## config.mk

```make
export PLATFORM = sky130hd
export DESIGN_NAME = antialiased_line_rasterizer
export DESIGN_NICKNAME = d
export VERILOG_FILES = /design/src/rtl/aalr_pkg.sv /design/src/rtl/aalr_ctrl.sv /design/src/rtl/aalr_dpath.sv /design/src/rtl/antialiased_line_rasterizer.sv
export SDC_FILE = /design/constraint.sdc
export NUM_CORES = 1
export LEC_CHECK = 0
export BUFFER_PORTS_ARGS = -buffer_cell sky130_fd_sc_hd__buf_2
export CORE_MARGIN = 3
export CORE_UTILIZATION = 65
export DETAILED_ROUTE_END_ITERATION = 7
export GPL_ROUTABILITY_DRIVEN = 1
export PLACE_DENSITY = 0.94
export SYNTH_ARGS = -nofsm -noshare
export SYNTH_HDL_FRONTEND = slang
export SYNTH_SLANG_ARGS = --single-unit
export TNS_END_PERCENT = 50
```

## constraint.sdc

```tcl
create_clock -name i_clk -period 11.4 [get_ports i_clk]
set_input_delay 1.14 -clock i_clk [delete_from_list [all_inputs] [get_ports i_clk]]
set_output_delay 1.14 -clock i_clk [all_outputs]
set_load 0.005 [all_outputs]
```

## src/rtl/aalr_pkg.sv

```systemverilog
// ----------------------------------------------------------------------------
// aalr_pkg
// Shared constants, controller state type and the controller/datapath
// command and status bundles of the antialiased line stepper.
// ----------------------------------------------------------------------------
package aalr_pkg;

    localparam int COORD_BITS = 16;
    localparam int FRAC_BITS  = 16;

    // command field codes
    localparam logic CMD_START   = 1'b0;
    localparam logic CMD_ADVANCE = 1'b1;

    typedef enum logic [2:0] {
        S_IDLE,
        S_SWAP,
        S_ORDER,
        S_DIV,
        S_SLOPE,
        S_LINE
    } t_state;

    typedef struct packed {
        logic capture;
        logic swap;
        logic order;
        logic div_first;
        logic div_step;
        logic set_slope;
        logic advance;
        logic load_out;
    } t_dp_cmd;

    typedef struct packed {
        logic last;
    } t_dp_status;

endpackage

```

## src/rtl/aalr_ctrl.sv

```systemverilog
// ----------------------------------------------------------------------------
// aalr_ctrl
// Sequencer: line setup, slope division steps, column stepping and the
// output register handshake.
// ----------------------------------------------------------------------------
module aalr_ctrl #(
    parameter int FRAC_BITS = aalr_pkg::FRAC_BITS
) (
    input  logic                  i_clk,
    input  logic                  i_rst_n,
    input  logic                  i_in_valid,
    output logic                  o_in_ready,
    input  logic                  i_command,
    output logic                  o_out_valid,
    input  logic                  i_out_ready,
    input  aalr_pkg::t_dp_status  i_status,
    output aalr_pkg::t_dp_cmd     o_cmd
);

    localparam int CNT_W = $clog2(FRAC_BITS + 1);

    aalr_pkg::t_state  r_state, n_state;
    logic [CNT_W-1:0]  r_cnt, n_cnt;
    logic              r_emit, n_emit;
    logic              r_out_valid, n_out_valid;
    logic              w_out_free;
    logic              w_take_in;
    logic              w_accept;
    aalr_pkg::t_dp_cmd w_cmd;

    always_ff @(posedge i_clk) begin
        if (!i_rst_n) begin
            r_state     <= aalr_pkg::S_IDLE;
            r_cnt       <= '0;
            r_emit      <= 1'b0;
            r_out_valid <= 1'b0;
        end else begin
            r_state     <= n_state;
            r_cnt       <= n_cnt;
            r_emit      <= n_emit;
            r_out_valid <= n_out_valid;
        end
    end

    always_comb begin
        n_state    = r_state;
        n_cnt      = r_cnt;
        n_emit     = r_emit;
        w_cmd      = '0;
        w_out_free = !r_out_valid || i_out_ready;
        w_take_in  = ((r_state == aalr_pkg::S_IDLE) || (r_state == aalr_pkg::S_LINE))
                     && (!r_emit || w_out_free);
        w_accept   = i_in_valid && w_take_in;

        // pending column moves into the output register
        w_cmd.load_out = r_emit && w_out_free;
        if (w_cmd.load_out) begin
            n_emit = 1'b0;
        end
        n_out_valid = w_cmd.load_out || (r_out_valid && !i_out_ready);

        case (r_state)
            aalr_pkg::S_IDLE, aalr_pkg::S_LINE: begin
                if ((r_state == aalr_pkg::S_LINE) && i_status.last) begin
                    n_state = aalr_pkg::S_IDLE;
                end
                if (w_accept) begin
                    if (i_command == aalr_pkg::CMD_START) begin
                        w_cmd.capture = 1'b1;
                        n_state       = aalr_pkg::S_SWAP;
                    end else if ((r_state == aalr_pkg::S_LINE) && !i_status.last) begin
                        w_cmd.advance = 1'b1;
                        n_emit        = 1'b1;
                    end
                    // advance with no line running is dropped
                end
            end
            aalr_pkg::S_SWAP: begin
                w_cmd.swap = 1'b1;
                n_state    = aalr_pkg::S_ORDER;
            end
            aalr_pkg::S_ORDER: begin
                w_cmd.order = 1'b1;
                n_cnt       = CNT_W'(FRAC_BITS);
                n_state     = aalr_pkg::S_DIV;
            end
            aalr_pkg::S_DIV: begin
                w_cmd.div_step  = 1'b1;
                w_cmd.div_first = (r_cnt == CNT_W'(FRAC_BITS));
                if (r_cnt == '0) begin
                    n_state = aalr_pkg::S_SLOPE;
                end else begin
                    n_cnt = r_cnt - 1'b1;
                end
            end
            aalr_pkg::S_SLOPE: begin
                w_cmd.set_slope = 1'b1;
                n_emit          = 1'b1;
                n_state         = aalr_pkg::S_LINE;
            end
            default: begin
                n_state = aalr_pkg::S_IDLE;
            end
        endcase
    end

    assign o_in_ready  = w_take_in;
    assign o_out_valid = r_out_valid;
    assign o_cmd       = w_cmd;

`ifndef SYNTHESIS
    // a column waiting behind a stalled output is kept
    a_emit_held: assert property (@(posedge i_clk) disable iff (!i_rst_n)
        (r_emit && r_out_valid && !i_out_ready) |=> r_emit)
        else $error("pending column lost while output stalled");

    // no column is pending while a line is being set up
    a_setup_clean: assert property (@(posedge i_clk) disable iff (!i_rst_n)
        ((r_state == aalr_pkg::S_SWAP) || (r_state == aalr_pkg::S_ORDER)
         || (r_state == aalr_pkg::S_DIV)) |-> !r_emit)
        else $error("column pending during line setup");

    // the division ends after its last step
    a_div_end: assert property (@(posedge i_clk) disable iff (!i_rst_n)
        ((r_state == aalr_pkg::S_DIV) && (r_cnt == '0)) |=> (r_state == aalr_pkg::S_SLOPE))
        else $error("division did not finish");

    // the first column is queued once the slope is known
    a_first_col: assert property (@(posedge i_clk) disable iff (!i_rst_n)
        (r_state == aalr_pkg::S_SLOPE) |=> ((r_state == aalr_pkg::S_LINE) && r_emit))
        else $error("first column not queued");

    // a start transfer always begins the setup
    a_start: assert property (@(posedge i_clk) disable iff (!i_rst_n)
        (w_accept && (i_command == aalr_pkg::CMD_START)) |=> (r_state == aalr_pkg::S_SWAP))
        else $error("start transfer did not begin setup");
`endif

endmodule

```

## src/rtl/aalr_dpath.sv

```systemverilog
// ----------------------------------------------------------------------------
// aalr_dpath
// Endpoint registers, axis swap and ordering, restoring slope divider,
// minor axis accumulator and the column output register.
// ----------------------------------------------------------------------------
module aalr_dpath #(
    parameter int COORD_BITS = aalr_pkg::COORD_BITS,
    parameter int FRAC_BITS  = aalr_pkg::FRAC_BITS
) (
    input  logic                         i_clk,
    input  logic                         i_rst_n,
    input  aalr_pkg::t_dp_cmd            i_cmd,
    output aalr_pkg::t_dp_status         o_status,
    input  logic signed [COORD_BITS-1:0] i_start_x,
    input  logic signed [COORD_BITS-1:0] i_start_y,
    input  logic signed [COORD_BITS-1:0] i_end_x,
    input  logic signed [COORD_BITS-1:0] i_end_y,
    output logic signed [COORD_BITS:0]   o_near_x,
    output logic signed [COORD_BITS:0]   o_near_y,
    output logic [7:0]                   o_near_cover,
    output logic signed [COORD_BITS:0]   o_far_x,
    output logic signed [COORD_BITS:0]   o_far_y,
    output logic [7:0]                   o_far_cover,
    output logic                         o_last_column
);

    localparam int D_W = COORD_BITS + 1;              // coordinate difference
    localparam int S_W = FRAC_BITS + 2;               // signed slope
    localparam int A_W = COORD_BITS + FRAC_BITS + 2;  // minor accumulator
    localparam int F_W = COORD_BITS + 2;              // integer part of accumulator

    logic signed [COORD_BITS-1:0] r_ax, r_ay, r_bx, r_by;
    logic                         r_steep;
    logic signed [COORD_BITS-1:0] r_major_pos, r_major_end;
    logic signed [A_W-1:0]        r_minor_acc;
    logic signed [S_W-1:0]        r_slope;
    logic [COORD_BITS-1:0]        r_dx;
    logic [COORD_BITS:0]          r_rem;
    logic [FRAC_BITS:0]           r_quo;
    logic                         r_neg;
    logic                         r_dx_zero;
    logic                         r_last;

    logic signed [COORD_BITS:0]   r_near_x, r_near_y, r_far_x, r_far_y;
    logic [7:0]                   r_near_cover, r_far_cover;
    logic                         r_last_column;

    logic signed [D_W-1:0]        w_dxd, w_dyd, w_adx, w_ady;
    logic                         w_steep, w_rev;
    logic signed [COORD_BITS-1:0] w_minor_start;
    logic [COORD_BITS:0]          w_trial;
    logic                         w_ge;
    logic [FRAC_BITS:0]           w_mag;
    logic signed [S_W-1:0]        w_mag_s;
    logic signed [COORD_BITS-1:0] w_mp_inc;
    logic signed [F_W-1:0]        w_fl, w_fl_p1;
    logic signed [COORD_BITS:0]   w_major_ext;
    logic [FRAC_BITS-1:0]         w_frac;
    logic [FRAC_BITS:0]           w_inv;
    logic [FRAC_BITS+8:0]         w_nc_full;
    logic [FRAC_BITS+7:0]         w_fc_full;

    always_comb begin
        // differences are shared by the swap and order steps
        w_dxd   = $signed({r_bx[COORD_BITS-1], r_bx}) - $signed({r_ax[COORD_BITS-1], r_ax});
        w_dyd   = $signed({r_by[COORD_BITS-1], r_by}) - $signed({r_ay[COORD_BITS-1], r_ay});
        w_adx   = w_dxd[D_W-1] ? -w_dxd : w_dxd;
        w_ady   = w_dyd[D_W-1] ? -w_dyd : w_dyd;
        w_steep = w_ady > w_adx;
        w_rev   = r_ax > r_bx;
        w_minor_start = w_rev ? r_by : r_ay;

        // one restoring division step; remainder stays below dx
        w_trial = i_cmd.div_first ? r_rem : {r_rem[COORD_BITS-1:0], 1'b0};
        w_ge    = w_trial >= {1'b0, r_dx};

        w_mag   = r_dx_zero ? {1'b1, {FRAC_BITS{1'b0}}} : r_quo;
        w_mag_s = $signed({1'b0, w_mag});

        w_mp_inc = r_major_pos + {{(COORD_BITS-1){1'b0}}, 1'b1};

        // floor is the arithmetic top slice of the accumulator
        w_fl        = r_minor_acc[A_W-1:FRAC_BITS];
        w_fl_p1     = w_fl + {{(F_W-1){1'b0}}, 1'b1};
        w_major_ext = {r_major_pos[COORD_BITS-1], r_major_pos};

        // 255 * x as (x << 8) - x
        w_frac    = r_minor_acc[FRAC_BITS-1:0];
        w_inv     = {1'b1, {FRAC_BITS{1'b0}}} - {1'b0, w_frac};
        w_nc_full = {w_inv, 8'b0} - {8'b0, w_inv};
        w_fc_full = {w_frac, 8'b0} - {8'b0, w_frac};
    end

    always_ff @(posedge i_clk) begin
        if (!i_rst_n) begin
            r_last <= 1'b0;
        end else if (i_cmd.order) begin
            r_last <= (w_adx == '0);
        end else if (i_cmd.advance) begin
            r_last <= w_mp_inc >= r_major_end;
        end
    end

    always_ff @(posedge i_clk) begin
        if (i_cmd.capture) begin
            r_ax <= i_start_x;
            r_ay <= i_start_y;
            r_bx <= i_end_x;
            r_by <= i_end_y;
        end
        if (i_cmd.swap) begin
            r_steep <= w_steep;
            if (w_steep) begin
                r_ax <= r_ay;
                r_ay <= r_ax;
                r_bx <= r_by;
                r_by <= r_bx;
            end
        end
        if (i_cmd.order) begin
            r_major_pos <= w_rev ? r_bx : r_ax;
            r_major_end <= w_rev ? r_ax : r_bx;
            r_minor_acc <= {{2{w_minor_start[COORD_BITS-1]}}, w_minor_start,
                            {FRAC_BITS{1'b0}}};
            r_dx        <= w_adx[COORD_BITS-1:0];
            r_rem       <= {1'b0, w_ady[COORD_BITS-1:0]};
            r_neg       <= w_dyd[D_W-1] ^ w_rev;
            r_dx_zero   <= (w_adx == '0);
        end
        if (i_cmd.div_step) begin
            r_rem <= w_ge ? (w_trial - {1'b0, r_dx}) : w_trial;
            r_quo <= {r_quo[FRAC_BITS-1:0], w_ge};
        end
        if (i_cmd.set_slope) begin
            r_slope <= r_neg ? -w_mag_s : w_mag_s;
        end
        if (i_cmd.advance) begin
            r_major_pos <= w_mp_inc;
            r_minor_acc <= r_minor_acc + {{(A_W-S_W){r_slope[S_W-1]}}, r_slope};
        end
        if (i_cmd.load_out) begin
            if (r_steep) begin
                r_near_x <= w_fl[COORD_BITS:0];
                r_near_y <= w_major_ext;
                r_far_x  <= w_fl_p1[COORD_BITS:0];
                r_far_y  <= w_major_ext;
            end else begin
                r_near_x <= w_major_ext;
                r_near_y <= w_fl[COORD_BITS:0];
                r_far_x  <= w_major_ext;
                r_far_y  <= w_fl_p1[COORD_BITS:0];
            end
            r_near_cover  <= w_nc_full[FRAC_BITS+7:FRAC_BITS];
            r_far_cover   <= w_fc_full[FRAC_BITS+7:FRAC_BITS];
            r_last_column <= r_last;
        end
    end

    assign o_status.last = r_last;
    assign o_near_x      = r_near_x;
    assign o_near_y      = r_near_y;
    assign o_near_cover  = r_near_cover;
    assign o_far_x       = r_far_x;
    assign o_far_y       = r_far_y;
    assign o_far_cover   = r_far_cover;
    assign o_last_column = r_last_column;

endmodule

```

## src/rtl/antialiased_line_rasterizer.sv

```systemverilog
// ----------------------------------------------------------------------------
// antialiased_line_rasterizer
// Antialiased line stepper: one pixel pair with coverages per column.
//
// channel | direction | handshake                 | payload
// input   | in        | i_in_valid / o_in_ready   | i_command, endpoints
// output  | out       | o_out_valid / i_out_ready | near/far pixel, covers, last
//
// Start: swap and order setup steps, then the radix-2 restoring slope
// divider (one quotient bit per cycle), then the first column. Advance: one
// column per cycle from the accumulator add unless the output stalls.
// Reset is synchronous, active low, and leaves no line active.
// A stalled output holds one column; one more may be queued behind it.
// ----------------------------------------------------------------------------
module antialiased_line_rasterizer #(
    parameter int COORD_BITS = aalr_pkg::COORD_BITS,
    parameter int FRAC_BITS  = aalr_pkg::FRAC_BITS
) (
    input  logic                         i_clk,
    input  logic                         i_rst_n,
    input  logic                         i_in_valid,
    output logic                         o_in_ready,
    input  logic                         i_command,
    input  logic signed [COORD_BITS-1:0] i_start_x,
    input  logic signed [COORD_BITS-1:0] i_start_y,
    input  logic signed [COORD_BITS-1:0] i_end_x,
    input  logic signed [COORD_BITS-1:0] i_end_y,
    output logic                         o_out_valid,
    input  logic                         i_out_ready,
    output logic signed [COORD_BITS:0]   o_near_x,
    output logic signed [COORD_BITS:0]   o_near_y,
    output logic [7:0]                   o_near_cover,
    output logic signed [COORD_BITS:0]   o_far_x,
    output logic signed [COORD_BITS:0]   o_far_y,
    output logic [7:0]                   o_far_cover,
    output logic                         o_last_column
);

    aalr_pkg::t_dp_cmd    w_cmd;
    aalr_pkg::t_dp_status w_status;

    aalr_ctrl #(
        .FRAC_BITS (FRAC_BITS)
    ) u_ctrl (
        .i_clk       (i_clk),
        .i_rst_n     (i_rst_n),
        .i_in_valid  (i_in_valid),
        .o_in_ready  (o_in_ready),
        .i_command   (i_command),
        .o_out_valid (o_out_valid),
        .i_out_ready (i_out_ready),
        .i_status    (w_status),
        .o_cmd       (w_cmd)
    );

    aalr_dpath #(
        .COORD_BITS (COORD_BITS),
        .FRAC_BITS  (FRAC_BITS)
    ) u_dpath (
        .i_clk         (i_clk),
        .i_rst_n       (i_rst_n),
        .i_cmd         (w_cmd),
        .o_status      (w_status),
        .i_start_x     (i_start_x),
        .i_start_y     (i_start_y),
        .i_end_x       (i_end_x),
        .i_end_y       (i_end_y),
        .o_near_x      (o_near_x),
        .o_near_y      (o_near_y),
        .o_near_cover  (o_near_cover),
        .o_far_x       (o_far_x),
        .o_far_y       (o_far_y),
        .o_far_cover   (o_far_cover),
        .o_last_column (o_last_column)
    );

endmodule

```

==> impl_table.tex, run 1 <==
\begin{tabular}{lr}
\hline
Metric & Value \\
\hline
\multicolumn{2}{l}{\textbf{Run status}} \\
\quad Outcome & finished, final reports clean \\
\multicolumn{2}{l}{\textbf{Synthesis}} \\
\quad Cell count after synthesis & 2078 \\
\quad Yosys warning count & 0 \\
\quad Net count after synthesis & 2289 \\
\quad Async S/R FF share, synth & 0\% \\
\quad Summed instance area of the synthesized netlist & 19830 sq um \\
\quad Fraction of the yosys area taken by sequential cells & 41.03\% \\
\quad Flip-flop and latch count after synthesis & 296 \\
\quad Top post-synthesis cells by count & 221 x sky130\_fd\_sc\_hd\_\_edfxtp\_1, 214 x sky130\_fd\_sc\_hd\_\_nand2\_1, 188 x sky130\_fd\_sc\_hd\_\_o21ai\_0 \\
\quad Synth top area cells & sky130\_fd\_sc\_hd\_\_edfxtp\_1 33\%, sky130\_fd\_sc\_hd\_\_ha\_1 8.7\%, sky130\_fd\_sc\_hd\_\_dfxtp\_1 7.6\%, sky130\_fd\_sc\_hd\_\_mux2i\_1 4.9\%, sky130\_fd\_sc\_hd\_\_o21ai\_0 4.7\% \\
\quad Count leader, synth & sky130\_fd\_sc\_hd\_\_edfxtp\_1 \\
\quad Cell taking the most area after synthesis & sky130\_fd\_sc\_hd\_\_edfxtp\_1 \\
\quad Synth Flop Type & sky130\_fd\_sc\_hd\_\_edfxtp\_1 \\
\quad Count of cell types in the netlist & 92 \\
\quad Post-synthesis area per instance & 9.544 sq um \\
\quad Area share of the largest cell type after synthesis & 33.46\% \\
\quad EDFF count, synth & 221 \\
\multicolumn{2}{l}{\textbf{Placed design}} \\
\quad Area after detailed placement & 20860 sq um \\
\quad Estimated wirelength of the detail-placed design & 37050 microns \\
\quad Routability congestion estimate from global placement & 0.9582 \\
\quad \# port buffers & 155 \\
\multicolumn{2}{l}{\textbf{Critical path}} \\
\quad Critical path cell sequence & nand2b\_1, inv\_1, nand2\_1, inv\_1, nand3\_1, mux2\_2, ha\_1, and3\_1, o21a\_1, o31ai\_1, a31oi\_1, o21ai\_0, a21oi\_1, o21ai\_0, and2\_1, clkinv\_1, nor3\_1, a31oi\_1, o21a\_1 \\
\quad Element type at the critical path end & flop \\
\quad CP bufs+invs & 3 \\
\quad Sort of element at the start of the critical path & flop \\
\quad Required arrival time at the worst endpoint & 11.71 ns \\
\quad Setup slack on the worst flop-to-flop path & 4.80 ns \\
\quad Destination of the worst register-to-register timing path & u\_dpath.r\_rem[14] \\
\quad Critical path's slowest cell & sky130\_fd\_sc\_hd\_\_clkinv\_1 \\
\quad Delay of the slowest cell on the worst path & 0.65 ns \\
\quad Category of cells accounting for the largest share of critical-path delay & simple AND/OR/NAND/NOR gates \\
\quad Cell depth of the worst flop-to-flop path & 19 \\
\quad Setup CP Type & flop to flop \\
\quad Top fanout value on the critical path & 19 \\
\quad Critical Path AT & 6.91 ns \\
\quad Crit Reg-Reg Startpoint & u\_ctrl.r\_state[2] \\
\multicolumn{2}{l}{\textbf{Floorplanning}} \\
\quad Die area & 32640 sq um \\
\quad Total number of placement rows & 63 \\
\quad Number of top-level pins & 156 \\
\quad Die width & 180.7 microns \\
\quad Starting utilization of the core area & 66.39\% \\
\quad Placeable core region & 29870 sq um \\
\quad Overall die height & 180.7 microns \\
\multicolumn{2}{l}{\textbf{Routing}} \\
\quad Per-cell via count in the routed design & 6.435 \\
\quad Total detailed-routing wirelength & 51860 microns \\
\quad DR WL/cell & 19.85 microns \\
\quad Number of nets with antenna violations after detailed routing & 0 \\
\quad Iteration count of the initial detailed-routing pass & 6 \\
\quad Count of unresolved DRC violations after routing & 0 \\
\quad Via total after detailed routing & 16810 \\
\quad Violation count after the first detailed-route iteration & 1971 \\
\multicolumn{2}{l}{\textbf{Worst hold path}} \\
\quad Worst hold path depth & 0 \\
\quad Critical hold path startpoint & u\_dpath.r\_quo[8] \\
\quad Hold path endpoint & u\_dpath.r\_quo[9] \\
\quad Worst min path class & flop to flop \\
\multicolumn{2}{l}{\textbf{Global route}} \\
\quad Total congestion overflow after global routing & 0 \\
\quad Total GRT Usage & 30.42\% \\
\quad Vias in the first global route & 16140 \\
\quad First-pass GRT wire length & 82200 microns \\
\quad Pin count of the biggest net entering global routing & 129 \\
\quad Antenna violations before repair & 1 \\
\multicolumn{2}{l}{\textbf{Cells and area}} \\
\quad Filler cell count in the final layout & 1964 \\
\quad Share of post-route cells with drive strength above 1 & 13.59\% \\
\quad Footprint of the flip-flops and latches & 8138 sq um \\
\quad Footprint of the multi-input gates & 10860 sq um \\
\quad Total non-filler cell area in the finished layout & 21890 sq um \\
\quad ANT cells & 0 \\
\quad Area grow syn2layout & 10.36\% \\
\quad Net total in the final layout & 2410 \\
\multicolumn{2}{l}{\textbf{CTS}} \\
\quad TritonCTS clock tree & yes \\
\quad Worst skew pair latency & 0.57 ns \\
\quad Resized cells post-CTS & 0 \\
\quad Clock-pin slew on the worst setup and hold paths & 0.06 ns \\
\quad Number of buffers created by CTS & 31 \\
\quad Total number of clock tree sinks & 296 \\
\quad Clock Tree Root & sky130\_fd\_sc\_hd\_\_clkbuf\_16 \\
\quad CTS H-Tree Depth & 1 \\
\quad Post-CTS setup buffer count & 0 \\
\quad \# hold bufs at CTS & 0 \\
\quad Maximum buffer depth of the clock tree & 3 \\
\multicolumn{2}{l}{\textbf{Timing}} \\
\quad Fmax & 151.5 MHz \\
\quad Unrepaired setup endpoints after global routing & false \\
\quad Least-Margin Pin Slew & 1.168 ns \\
\quad Final count of pins violating max slew & 0 \\
\quad Total of endpoints with negative setup slack in the final report & 0 \\
\quad Relative slew slack & 22.12\% \\
\quad Hold Slack & 0.4975 ns \\
\quad Clock skew & 0.01945 ns \\
\quad Count of endpoints failing hold in the final timing report & 0 \\
\quad Total Neg Setup Slack & 0 ns \\
\quad Fin crit period & 6.603 ns \\
\quad Share of the clock period used by the worst path after layout & 57.92\% \\
\multicolumn{2}{l}{\textbf{Job}} \\
\quad Max-cap violations & 0 \\
\hline
\end{tabular}
[stage by stage]
step / util, % / std cells / setup WS (ns)
finish: 73.26 / 2612 / 4.797
global route: 73.26 / 2612 / 4.180
CTS: 73.26 / 2612 / 4.953
detailed placement: 69.83 / 2556 / 4.992
global placement: 69.83 / 2556 / 5.167
floorplan: - / 2078 / 5.894
[kinds of logic (layout without fill, tap and decap cells)]
family	count (synthesis)	after routing	synth area share, %
AND/OR/NAND/NOR	618	618	14.83
flip-flops	296	296	41.03
AO/OA/AOI/OAI	498	498	15.83
buffers and inverters	217	361	4.321
multiplexers	150	150	7.905
adder cells (fa/ha/maj)	142	142	9.110
XOR/XNOR	157	157	6.971
[worst reg2reg max path: stages (launching register included)]
cell and delay [ns]:
sky130_fd_sc_hd__dfxtp_1 0.36, sky130_fd_sc_hd__nand2b_1 0.18, sky130_fd_sc_hd__inv_1 0.58, sky130_fd_sc_hd__nand2_1 0.45, sky130_fd_sc_hd__inv_1 0.17, sky130_fd_sc_hd__nand3_1 0.60, sky130_fd_sc_hd__mux2_2 0.54, sky130_fd_sc_hd__ha_1 0.32
sky130_fd_sc_hd__and3_1 0.22, sky130_fd_sc_hd__o21a_1 0.14, sky130_fd_sc_hd__o31ai_1 0.31, sky130_fd_sc_hd__a31oi_1 0.16, sky130_fd_sc_hd__o21ai_0 0.25, sky130_fd_sc_hd__a21oi_1 0.12, sky130_fd_sc_hd__o21ai_0 0.20, sky130_fd_sc_hd__and2_1 0.58
sky130_fd_sc_hd__clkinv_1 0.66, sky130_fd_sc_hd__nor3_1 0.30, sky130_fd_sc_hd__a31oi_1 0.08, sky130_fd_sc_hd__o21a_1 0.15
[worst max path at each step]
stage                      startpoint                      to  slack [ns]  cells past startpoint
floorplan                 i_out_ready  u_dpath.o_far_cover[0]        5.89                      2
global placement    u_ctrl.r_state[2]       u_dpath.r_rem[14]        5.17                     19
detailed placement  u_ctrl.r_state[2]       u_dpath.r_rem[14]        4.99                     19
CTS                 u_ctrl.r_state[2]       u_dpath.r_rem[14]        4.95                     19
global route        u_ctrl.r_state[2]       u_dpath.r_rem[14]        4.18                     19
finish              u_ctrl.r_state[2]       u_dpath.r_rem[14]        4.80                     19
[routing by layer]
metal / vias up / share of wire, % / GRT usage (%)
met4: 2 / 4.0 / 11.51
met3: 189 / 10 / 4.764
met2: 1028 / 47 / 50.34
met5: - / 0.025 / 0
met1: 7845 / 39 / 40.58
li1: 7744 / - / -
[state kept, by name (all words and copies together), names as in the netlist, 17 cells and up]
name and count:
u_dpath.o_far_x 17, u_dpath.o_far_y 17, u_dpath.o_near_x 17, u_dpath.o_near_y 17, u_dpath.r_minor_acc 33, u_dpath.r_quo 17, u_dpath.r_rem 17, u_dpath.r_slope 18
[cell type report]
cell class | instances | area share (%)
Multi-Input combinational cell | 1565 | 49.61
Sequential cell | 296 | 37.18
Clock buffer | 40 | 3.933
Timing Repair Buffer | 165 | 3.887
Inverter | 140 | 2.401
Tap cell | 390 | 2.229
Clock inverter | 16 | 0.7546
[cells in the final DEF, fill, tap and decap left out, types with 5 or more instances in the layout]
cell | Yosys | layout
sky130_fd_sc_hd__o21bai_1 | 12 | 12
sky130_fd_sc_hd__nor2_1 | 160 | 160
sky130_fd_sc_hd__o31ai_1 | 12 | 12
sky130_fd_sc_hd__and3_1 | 11 | 11
sky130_fd_sc_hd__buf_4 | 1 | 10
sky130_fd_sc_hd__inv_1 | 138 | 138
sky130_fd_sc_hd__a21oi_1 | 100 | 100
sky130_fd_sc_hd__o21ai_0 | 188 | 188
sky130_fd_sc_hd__nand2b_1 | 19 | 19
sky130_fd_sc_hd__nor4_1 | 12 | 12
sky130_fd_sc_hd__mux2i_1 | 97 | 97
sky130_fd_sc_hd__o21a_1 | 21 | 21
sky130_fd_sc_hd__xnor2_1 | 101 | 101
sky130_fd_sc_hd__and4_1 | 6 | 5
sky130_fd_sc_hd__a31oi_1 | 24 | 24
sky130_fd_sc_hd__clkinv_2 | 0 | 5
sky130_fd_sc_hd__nand2_1 | 214 | 213
sky130_fd_sc_hd__dfxtp_1 | 75 | 75
sky130_fd_sc_hd__clkbuf_16 | 0 | 32
sky130_fd_sc_hd__edfxtp_1 | 221 | 221
sky130_fd_sc_hd__mux2_2 | 53 | 53
sky130_fd_sc_hd__o211ai_1 | 5 | 5
sky130_fd_sc_hd__a2111oi_0 | 6 | 6
sky130_fd_sc_hd__xor2_1 | 55 | 55
sky130_fd_sc_hd__ha_1 | 138 | 138
sky130_fd_sc_hd__a211o_1 | 5 | 5
sky130_fd_sc_hd__o31a_1 | 6 | 6
sky130_fd_sc_hd__nor2b_1 | 37 | 35
sky130_fd_sc_hd__nand3_1 | 36 | 36
sky130_fd_sc_hd__or3_1 | 12 | 12
sky130_fd_sc_hd__or4_1 | 7 | 7
sky130_fd_sc_hd__nor3_1 | 41 | 41
sky130_fd_sc_hd__a211oi_1 | 17 | 17
sky130_fd_sc_hd__clkbuf_1 | 61 | 5
sky130_fd_sc_hd__a21o_1 | 44 | 44
sky130_fd_sc_hd__nand4_1 | 20 | 20
sky130_fd_sc_hd__o2111ai_1 | 7 | 7
sky130_fd_sc_hd__and2_1 | 10 | 9
sky130_fd_sc_hd__buf_2 | 1 | 155
Power of run 1 is left out: the tool's default activity adds up to more than one toggle a clock period on the data nets, which glitch-free logic cannot reach.
==> run 2: changes to the inputs <==
--- a/config.mk
+++ b/config.mk
@@ -7,10 +7,10 @@
 export LEC_CHECK = 0
 export BUFFER_PORTS_ARGS = -buffer_cell sky130_fd_sc_hd__buf_2
 export CORE_MARGIN = 3
-export CORE_UTILIZATION = 65
+export CORE_UTILIZATION = 56
 export DETAILED_ROUTE_END_ITERATION = 7
 export GPL_ROUTABILITY_DRIVEN = 1
-export PLACE_DENSITY = 0.94
+export PLACE_DENSITY = 0.87
 export SYNTH_ARGS = -nofsm -noshare
 export SYNTH_HDL_FRONTEND = slang
 export SYNTH_SLANG_ARGS = --single-unit
==> constraint.sdc (replaced) <==
create_clock -name i_clk -period 5.7 [get_ports i_clk]
set_input_delay 0.57 -clock i_clk [delete_from_list [all_inputs] [get_ports i_clk]]
set_output_delay 0.57 -clock i_clk [all_outputs]
set_load 0.005 [all_outputs]
==> impl_table.tex, run 2 (synthesis gave the netlist of run 1 again) <==
\begin{tabular}{lr}
\hline
Metric & Value \\
\hline
\multicolumn{2}{l}{\textbf{CTS}} \\
\quad Total number of clock tree sinks & 296 (unchanged) \\
\quad Worst skew pair latency & 0.52 ns (was 0.57 ns) \\
\quad Clock Tree Root & sky130\_fd\_sc\_hd\_\_clkbuf\_16 (unchanged) \\
\quad Clock-pin slew on the worst setup and hold paths & 0.06 ns (about the same) \\
\quad CTS H-Tree Depth & 2 (was 1) \\
\quad \# hold bufs at CTS & 0 (unchanged) \\
\quad Number of buffers created by CTS & 34 (was 31) \\
\quad Maximum buffer depth of the clock tree & 3 (unchanged) \\
\quad TritonCTS clock tree & yes (unchanged) \\
\multicolumn{2}{l}{\textbf{Placed design}} \\
\quad Post-place setup slack & 0.2027 ns (was 4.992 ns) \\
\quad \# port buffers & 155 (unchanged) \\
\quad Estimated wirelength of the detail-placed design & 38150 microns (was 37050 microns) \\
\quad Routability congestion estimate from global placement & 0.9423 (was 0.9582) \\
\quad Area after detailed placement & 21060 sq um (was 20860 sq um) \\
\multicolumn{2}{l}{\textbf{Run status}} \\
\quad Outcome & finished, final reports clean (unchanged) \\
\multicolumn{2}{l}{\textbf{Routing}} \\
\quad Per-cell via count in the routed design & 6.110 (was 6.435) \\
\quad Iteration count of the initial detailed-routing pass & 6 (unchanged) \\
\quad DR WL/cell & 19.17 microns (was 19.85 microns) \\
\quad Number of nets with antenna violations after detailed routing & 0 (unchanged) \\
\quad Count of unresolved DRC violations after routing & 0 (unchanged) \\
\quad Total detailed-routing wirelength & 51780 microns (was 51860 microns) \\
\quad Via total after detailed routing & 16500 (was 16810) \\
\quad Violation count after the first detailed-route iteration & 1550 (was 1971) \\
\multicolumn{2}{l}{\textbf{Cells and area}} \\
\quad Number of flip-flops under the largest register name & 33 (unchanged) \\
\quad Most frequent cells in the layout & 221 x sky130\_fd\_sc\_hd\_\_edfxtp\_1, 213 x sky130\_fd\_sc\_hd\_\_nand2\_1, 187 x sky130\_fd\_sc\_hd\_\_o21ai\_0 (was 221 x sky130\_fd\_sc\_hd\_\_edfxtp\_1, 213 x sky130\_fd\_sc\_hd\_\_nand2\_1, 188 x sky130\_fd\_sc\_hd\_\_o21ai\_0) \\
\quad Net total in the final layout & 2430 (was 2410) \\
\quad Share of post-route cells with drive strength above 1 & 14.57\% (was 13.59\%) \\
\quad Most common library cell in the layout ignoring fill and taps & sky130\_fd\_sc\_hd\_\_edfxtp\_1 (unchanged) \\
\quad Footprint of the multi-input gates & 10900 sq um (was 10860 sq um) \\
\quad Area grow syn2layout & 12.27\% (was 10.36\%) \\
\quad Total non-filler cell area in the finished layout & 22270 sq um (was 21890 sq um) \\
\quad Footprint of the flip-flops and latches & 8138 sq um (unchanged) \\
\quad Regs by FF count & u\_dpath.r\_minor\_acc: 33 flops, u\_dpath.r\_slope: 18 flops (unchanged) \\
\quad Filler cell count in the final layout & 2685 (was 1964) \\
\quad Register name with the most flops & u\_dpath.r\_minor\_acc (unchanged) \\
\quad Share of the core filled with cells & 64.14\% (was 73.26\%) \\
\multicolumn{2}{l}{\textbf{Critical path}} \\
\quad Crit Reg-Reg Startpoint & u\_dpath.r\_bx[0] (was u\_ctrl.r\_state[2]) \\
\quad Setup CP Type & flop to flop (unchanged) \\
\quad Destination of the worst register-to-register timing path & u\_dpath.r\_bx[3] (was u\_dpath.r\_rem[14]) \\
\quad Top fanout value on the critical path & 29 (was 19) \\
\quad Timing startpoint of the critical path & u\_dpath.r\_bx[0] (was u\_ctrl.r\_state[2]) \\
\quad Critical Path AT & 5.76 ns (was 6.91 ns) \\
\quad Required arrival time at the worst endpoint & 6.08 ns (was 11.71 ns) \\
\quad Cell depth of the worst flop-to-flop path & 21 (was 19) \\
\quad Worst setup path end & u\_dpath.r\_bx[3] (was u\_dpath.r\_rem[14]) \\
\quad Setup slack on the worst flop-to-flop path & 0.33 ns (was 4.80 ns) \\
\quad Element type at the critical path end & flop (unchanged) \\
\quad Sort of element at the start of the critical path & flop (unchanged) \\
\multicolumn{2}{l}{\textbf{Global route}} \\
\quad Total GRT Usage & 25.94\% (was 30.42\%) \\
\quad Total congestion overflow after global routing & 0 (unchanged) \\
\quad Vias in the first global route & 15380 (was 16140) \\
\quad First-pass GRT wire length & 80650 microns (was 82200 microns) \\
\quad Antenna violations before repair & 2 (was 1) \\
\quad Pin count of the biggest net entering global routing & 86 (was 129) \\
\multicolumn{2}{l}{\textbf{Timing}} \\
\quad Total of endpoints with negative setup slack in the final report & 0 (unchanged) \\
\quad Total Neg Setup Slack & 0 ns (unchanged) \\
\quad Fmax & 186.1 MHz (was 151.5 MHz) \\
\quad Final count of pins violating max slew & 0 (unchanged) \\
\quad Share of the clock period used by the worst path after layout & 94.30\% (was 57.92\%) \\
\quad Least-Margin Pin Slew & 1.181 ns (was 1.168 ns) \\
\quad Relative slew slack & 21.26\% (was 22.12\%) \\
\quad Fin crit period & 5.375 ns (was 6.603 ns) \\
\quad Count of endpoints failing hold in the final timing report & 0 (unchanged) \\
\quad Clock skew & 0.01751 ns (was 0.01945 ns) \\
\quad Fin worst setup slack & 0.3251 ns (was 4.797 ns) \\
\multicolumn{2}{l}{\textbf{Worst hold path}} \\
\quad Critical hold path startpoint & i\_end\_x[14] (was u\_dpath.r\_quo[8]) \\
\quad Worst min path class & input pin to flop (was flop to flop) \\
\multicolumn{2}{l}{\textbf{Floorplanning}} \\
\quad Die area & 37710 sq um (was 32640 sq um) \\
\quad Overall die height & 194.2 microns (was 180.7 microns) \\
\quad Placeable core region & 34710 sq um (was 29870 sq um) \\
\quad Die width & 194.2 microns (was 180.7 microns) \\
\quad Total number of placement rows & 68 (was 63) \\
\quad Starting utilization of the core area & 57.13\% (was 66.39\%) \\
\quad Number of top-level pins & 156 (unchanged) \\
\multicolumn{2}{l}{\textbf{Job}} \\
\quad Max-cap violations & 0 (unchanged) \\
\hline
\end{tabular}
-- run 2: cell count changes in the layout (fill, tap and decap cells not counted), sizes merged --
cell | previous run | this run
bufinv | 3 | 4
and2 | 13 | 14
clkbuf | 40 | 47
buf | 165 | 180
diode | 0 | 1
a2bb2oi | 2 | 3
clkinv | 11 | 8
inv | 140 | 141
-- run 2: routing by layer --
layer  share of wire, %  GRT usage, %  routed length, microns
met5              0.025             0                      13
met4                2.9         7.447                    1486
met3                8.2         3.962                    4225
met2                 47         43.37                   24440
met1                 42         35.27                   21610
-- run 2: worst min path at each step --
stage	to	slack, ns	cells after the start
after CTS	u_dpath.r_ax[11]	0.33	3
after floorplan	u_dpath.r_bx[0]	0.45	2
after global placement	u_dpath.r_bx[0]	0.47	2
after detailed placement	u_dpath.r_quo[9]	0.48	0
after global routing	u_dpath.r_ax[11]	0.35	3
final	u_dpath.r_bx[14]	0.34	3
-- run 2: cell type report --
class / instances / share of cell area, %
Multi-Input combinational cell: 1567 / 48.97
Timing Repair Buffer: 180 / 4.383
Antenna cell: 1 / 0.01124
Tap cell: 455 / 2.557
Sequential cell: 296 / 36.55
Clock buffer: 47 / 4.226
Inverter: 140 / 2.360
Clock inverter: 15 / 0.9440
-- run 2: what timing repair did --
item                                    in CTS  in global routing
endpoints found under the setup margin       0                 64
endpoints found under the hold margin        0                  0
gates resized for setup                      0                  7
setup buffers                                0                  1
-- run 2: critical path, stage by stage, from the launching register on --
cell and delay, ns:
sky130_fd_sc_hd__dfxtp_1 0.37, sky130_fd_sc_hd__inv_1 0.08, sky130_fd_sc_hd__ha_1 0.23, sky130_fd_sc_hd__fa_1 0.42, sky130_fd_sc_hd__nand2b_1 0.22, sky130_fd_sc_hd__a21bo_2 0.24
sky130_fd_sc_hd__a311o_2 0.45, sky130_fd_sc_hd__a211o_1 0.37, sky130_fd_sc_hd__nor4b_4 0.37, sky130_fd_sc_hd__and3_2 0.25, sky130_fd_sc_hd__nor2b_1 0.06, sky130_fd_sc_hd__xnor2_1 0.25
sky130_fd_sc_hd__ha_1 0.30, sky130_fd_sc_hd__a21o_1 0.19, sky130_fd_sc_hd__a211oi_1 0.31, sky130_fd_sc_hd__nand3b_1 0.12, sky130_fd_sc_hd__o211ai_1 0.16, sky130_fd_sc_hd__o21ai_1 0.16
sky130_fd_sc_hd__and2_4 0.26, sky130_fd_sc_hd__buf_4 0.24, sky130_fd_sc_hd__nand2_1 0.10, sky130_fd_sc_hd__o21ai_0 0.08
-- run 2: per-stage QoR --
stage                     hold slack (ns)  instances
after floorplan                    0.4461       2078
after global placement             0.4681       2635
after detailed placement           0.4807       2635
after CTS                          0.3267       2697
after global routing               0.3477       2701
final                              0.3388       2701
Power of run 2 is left out for the same reason.
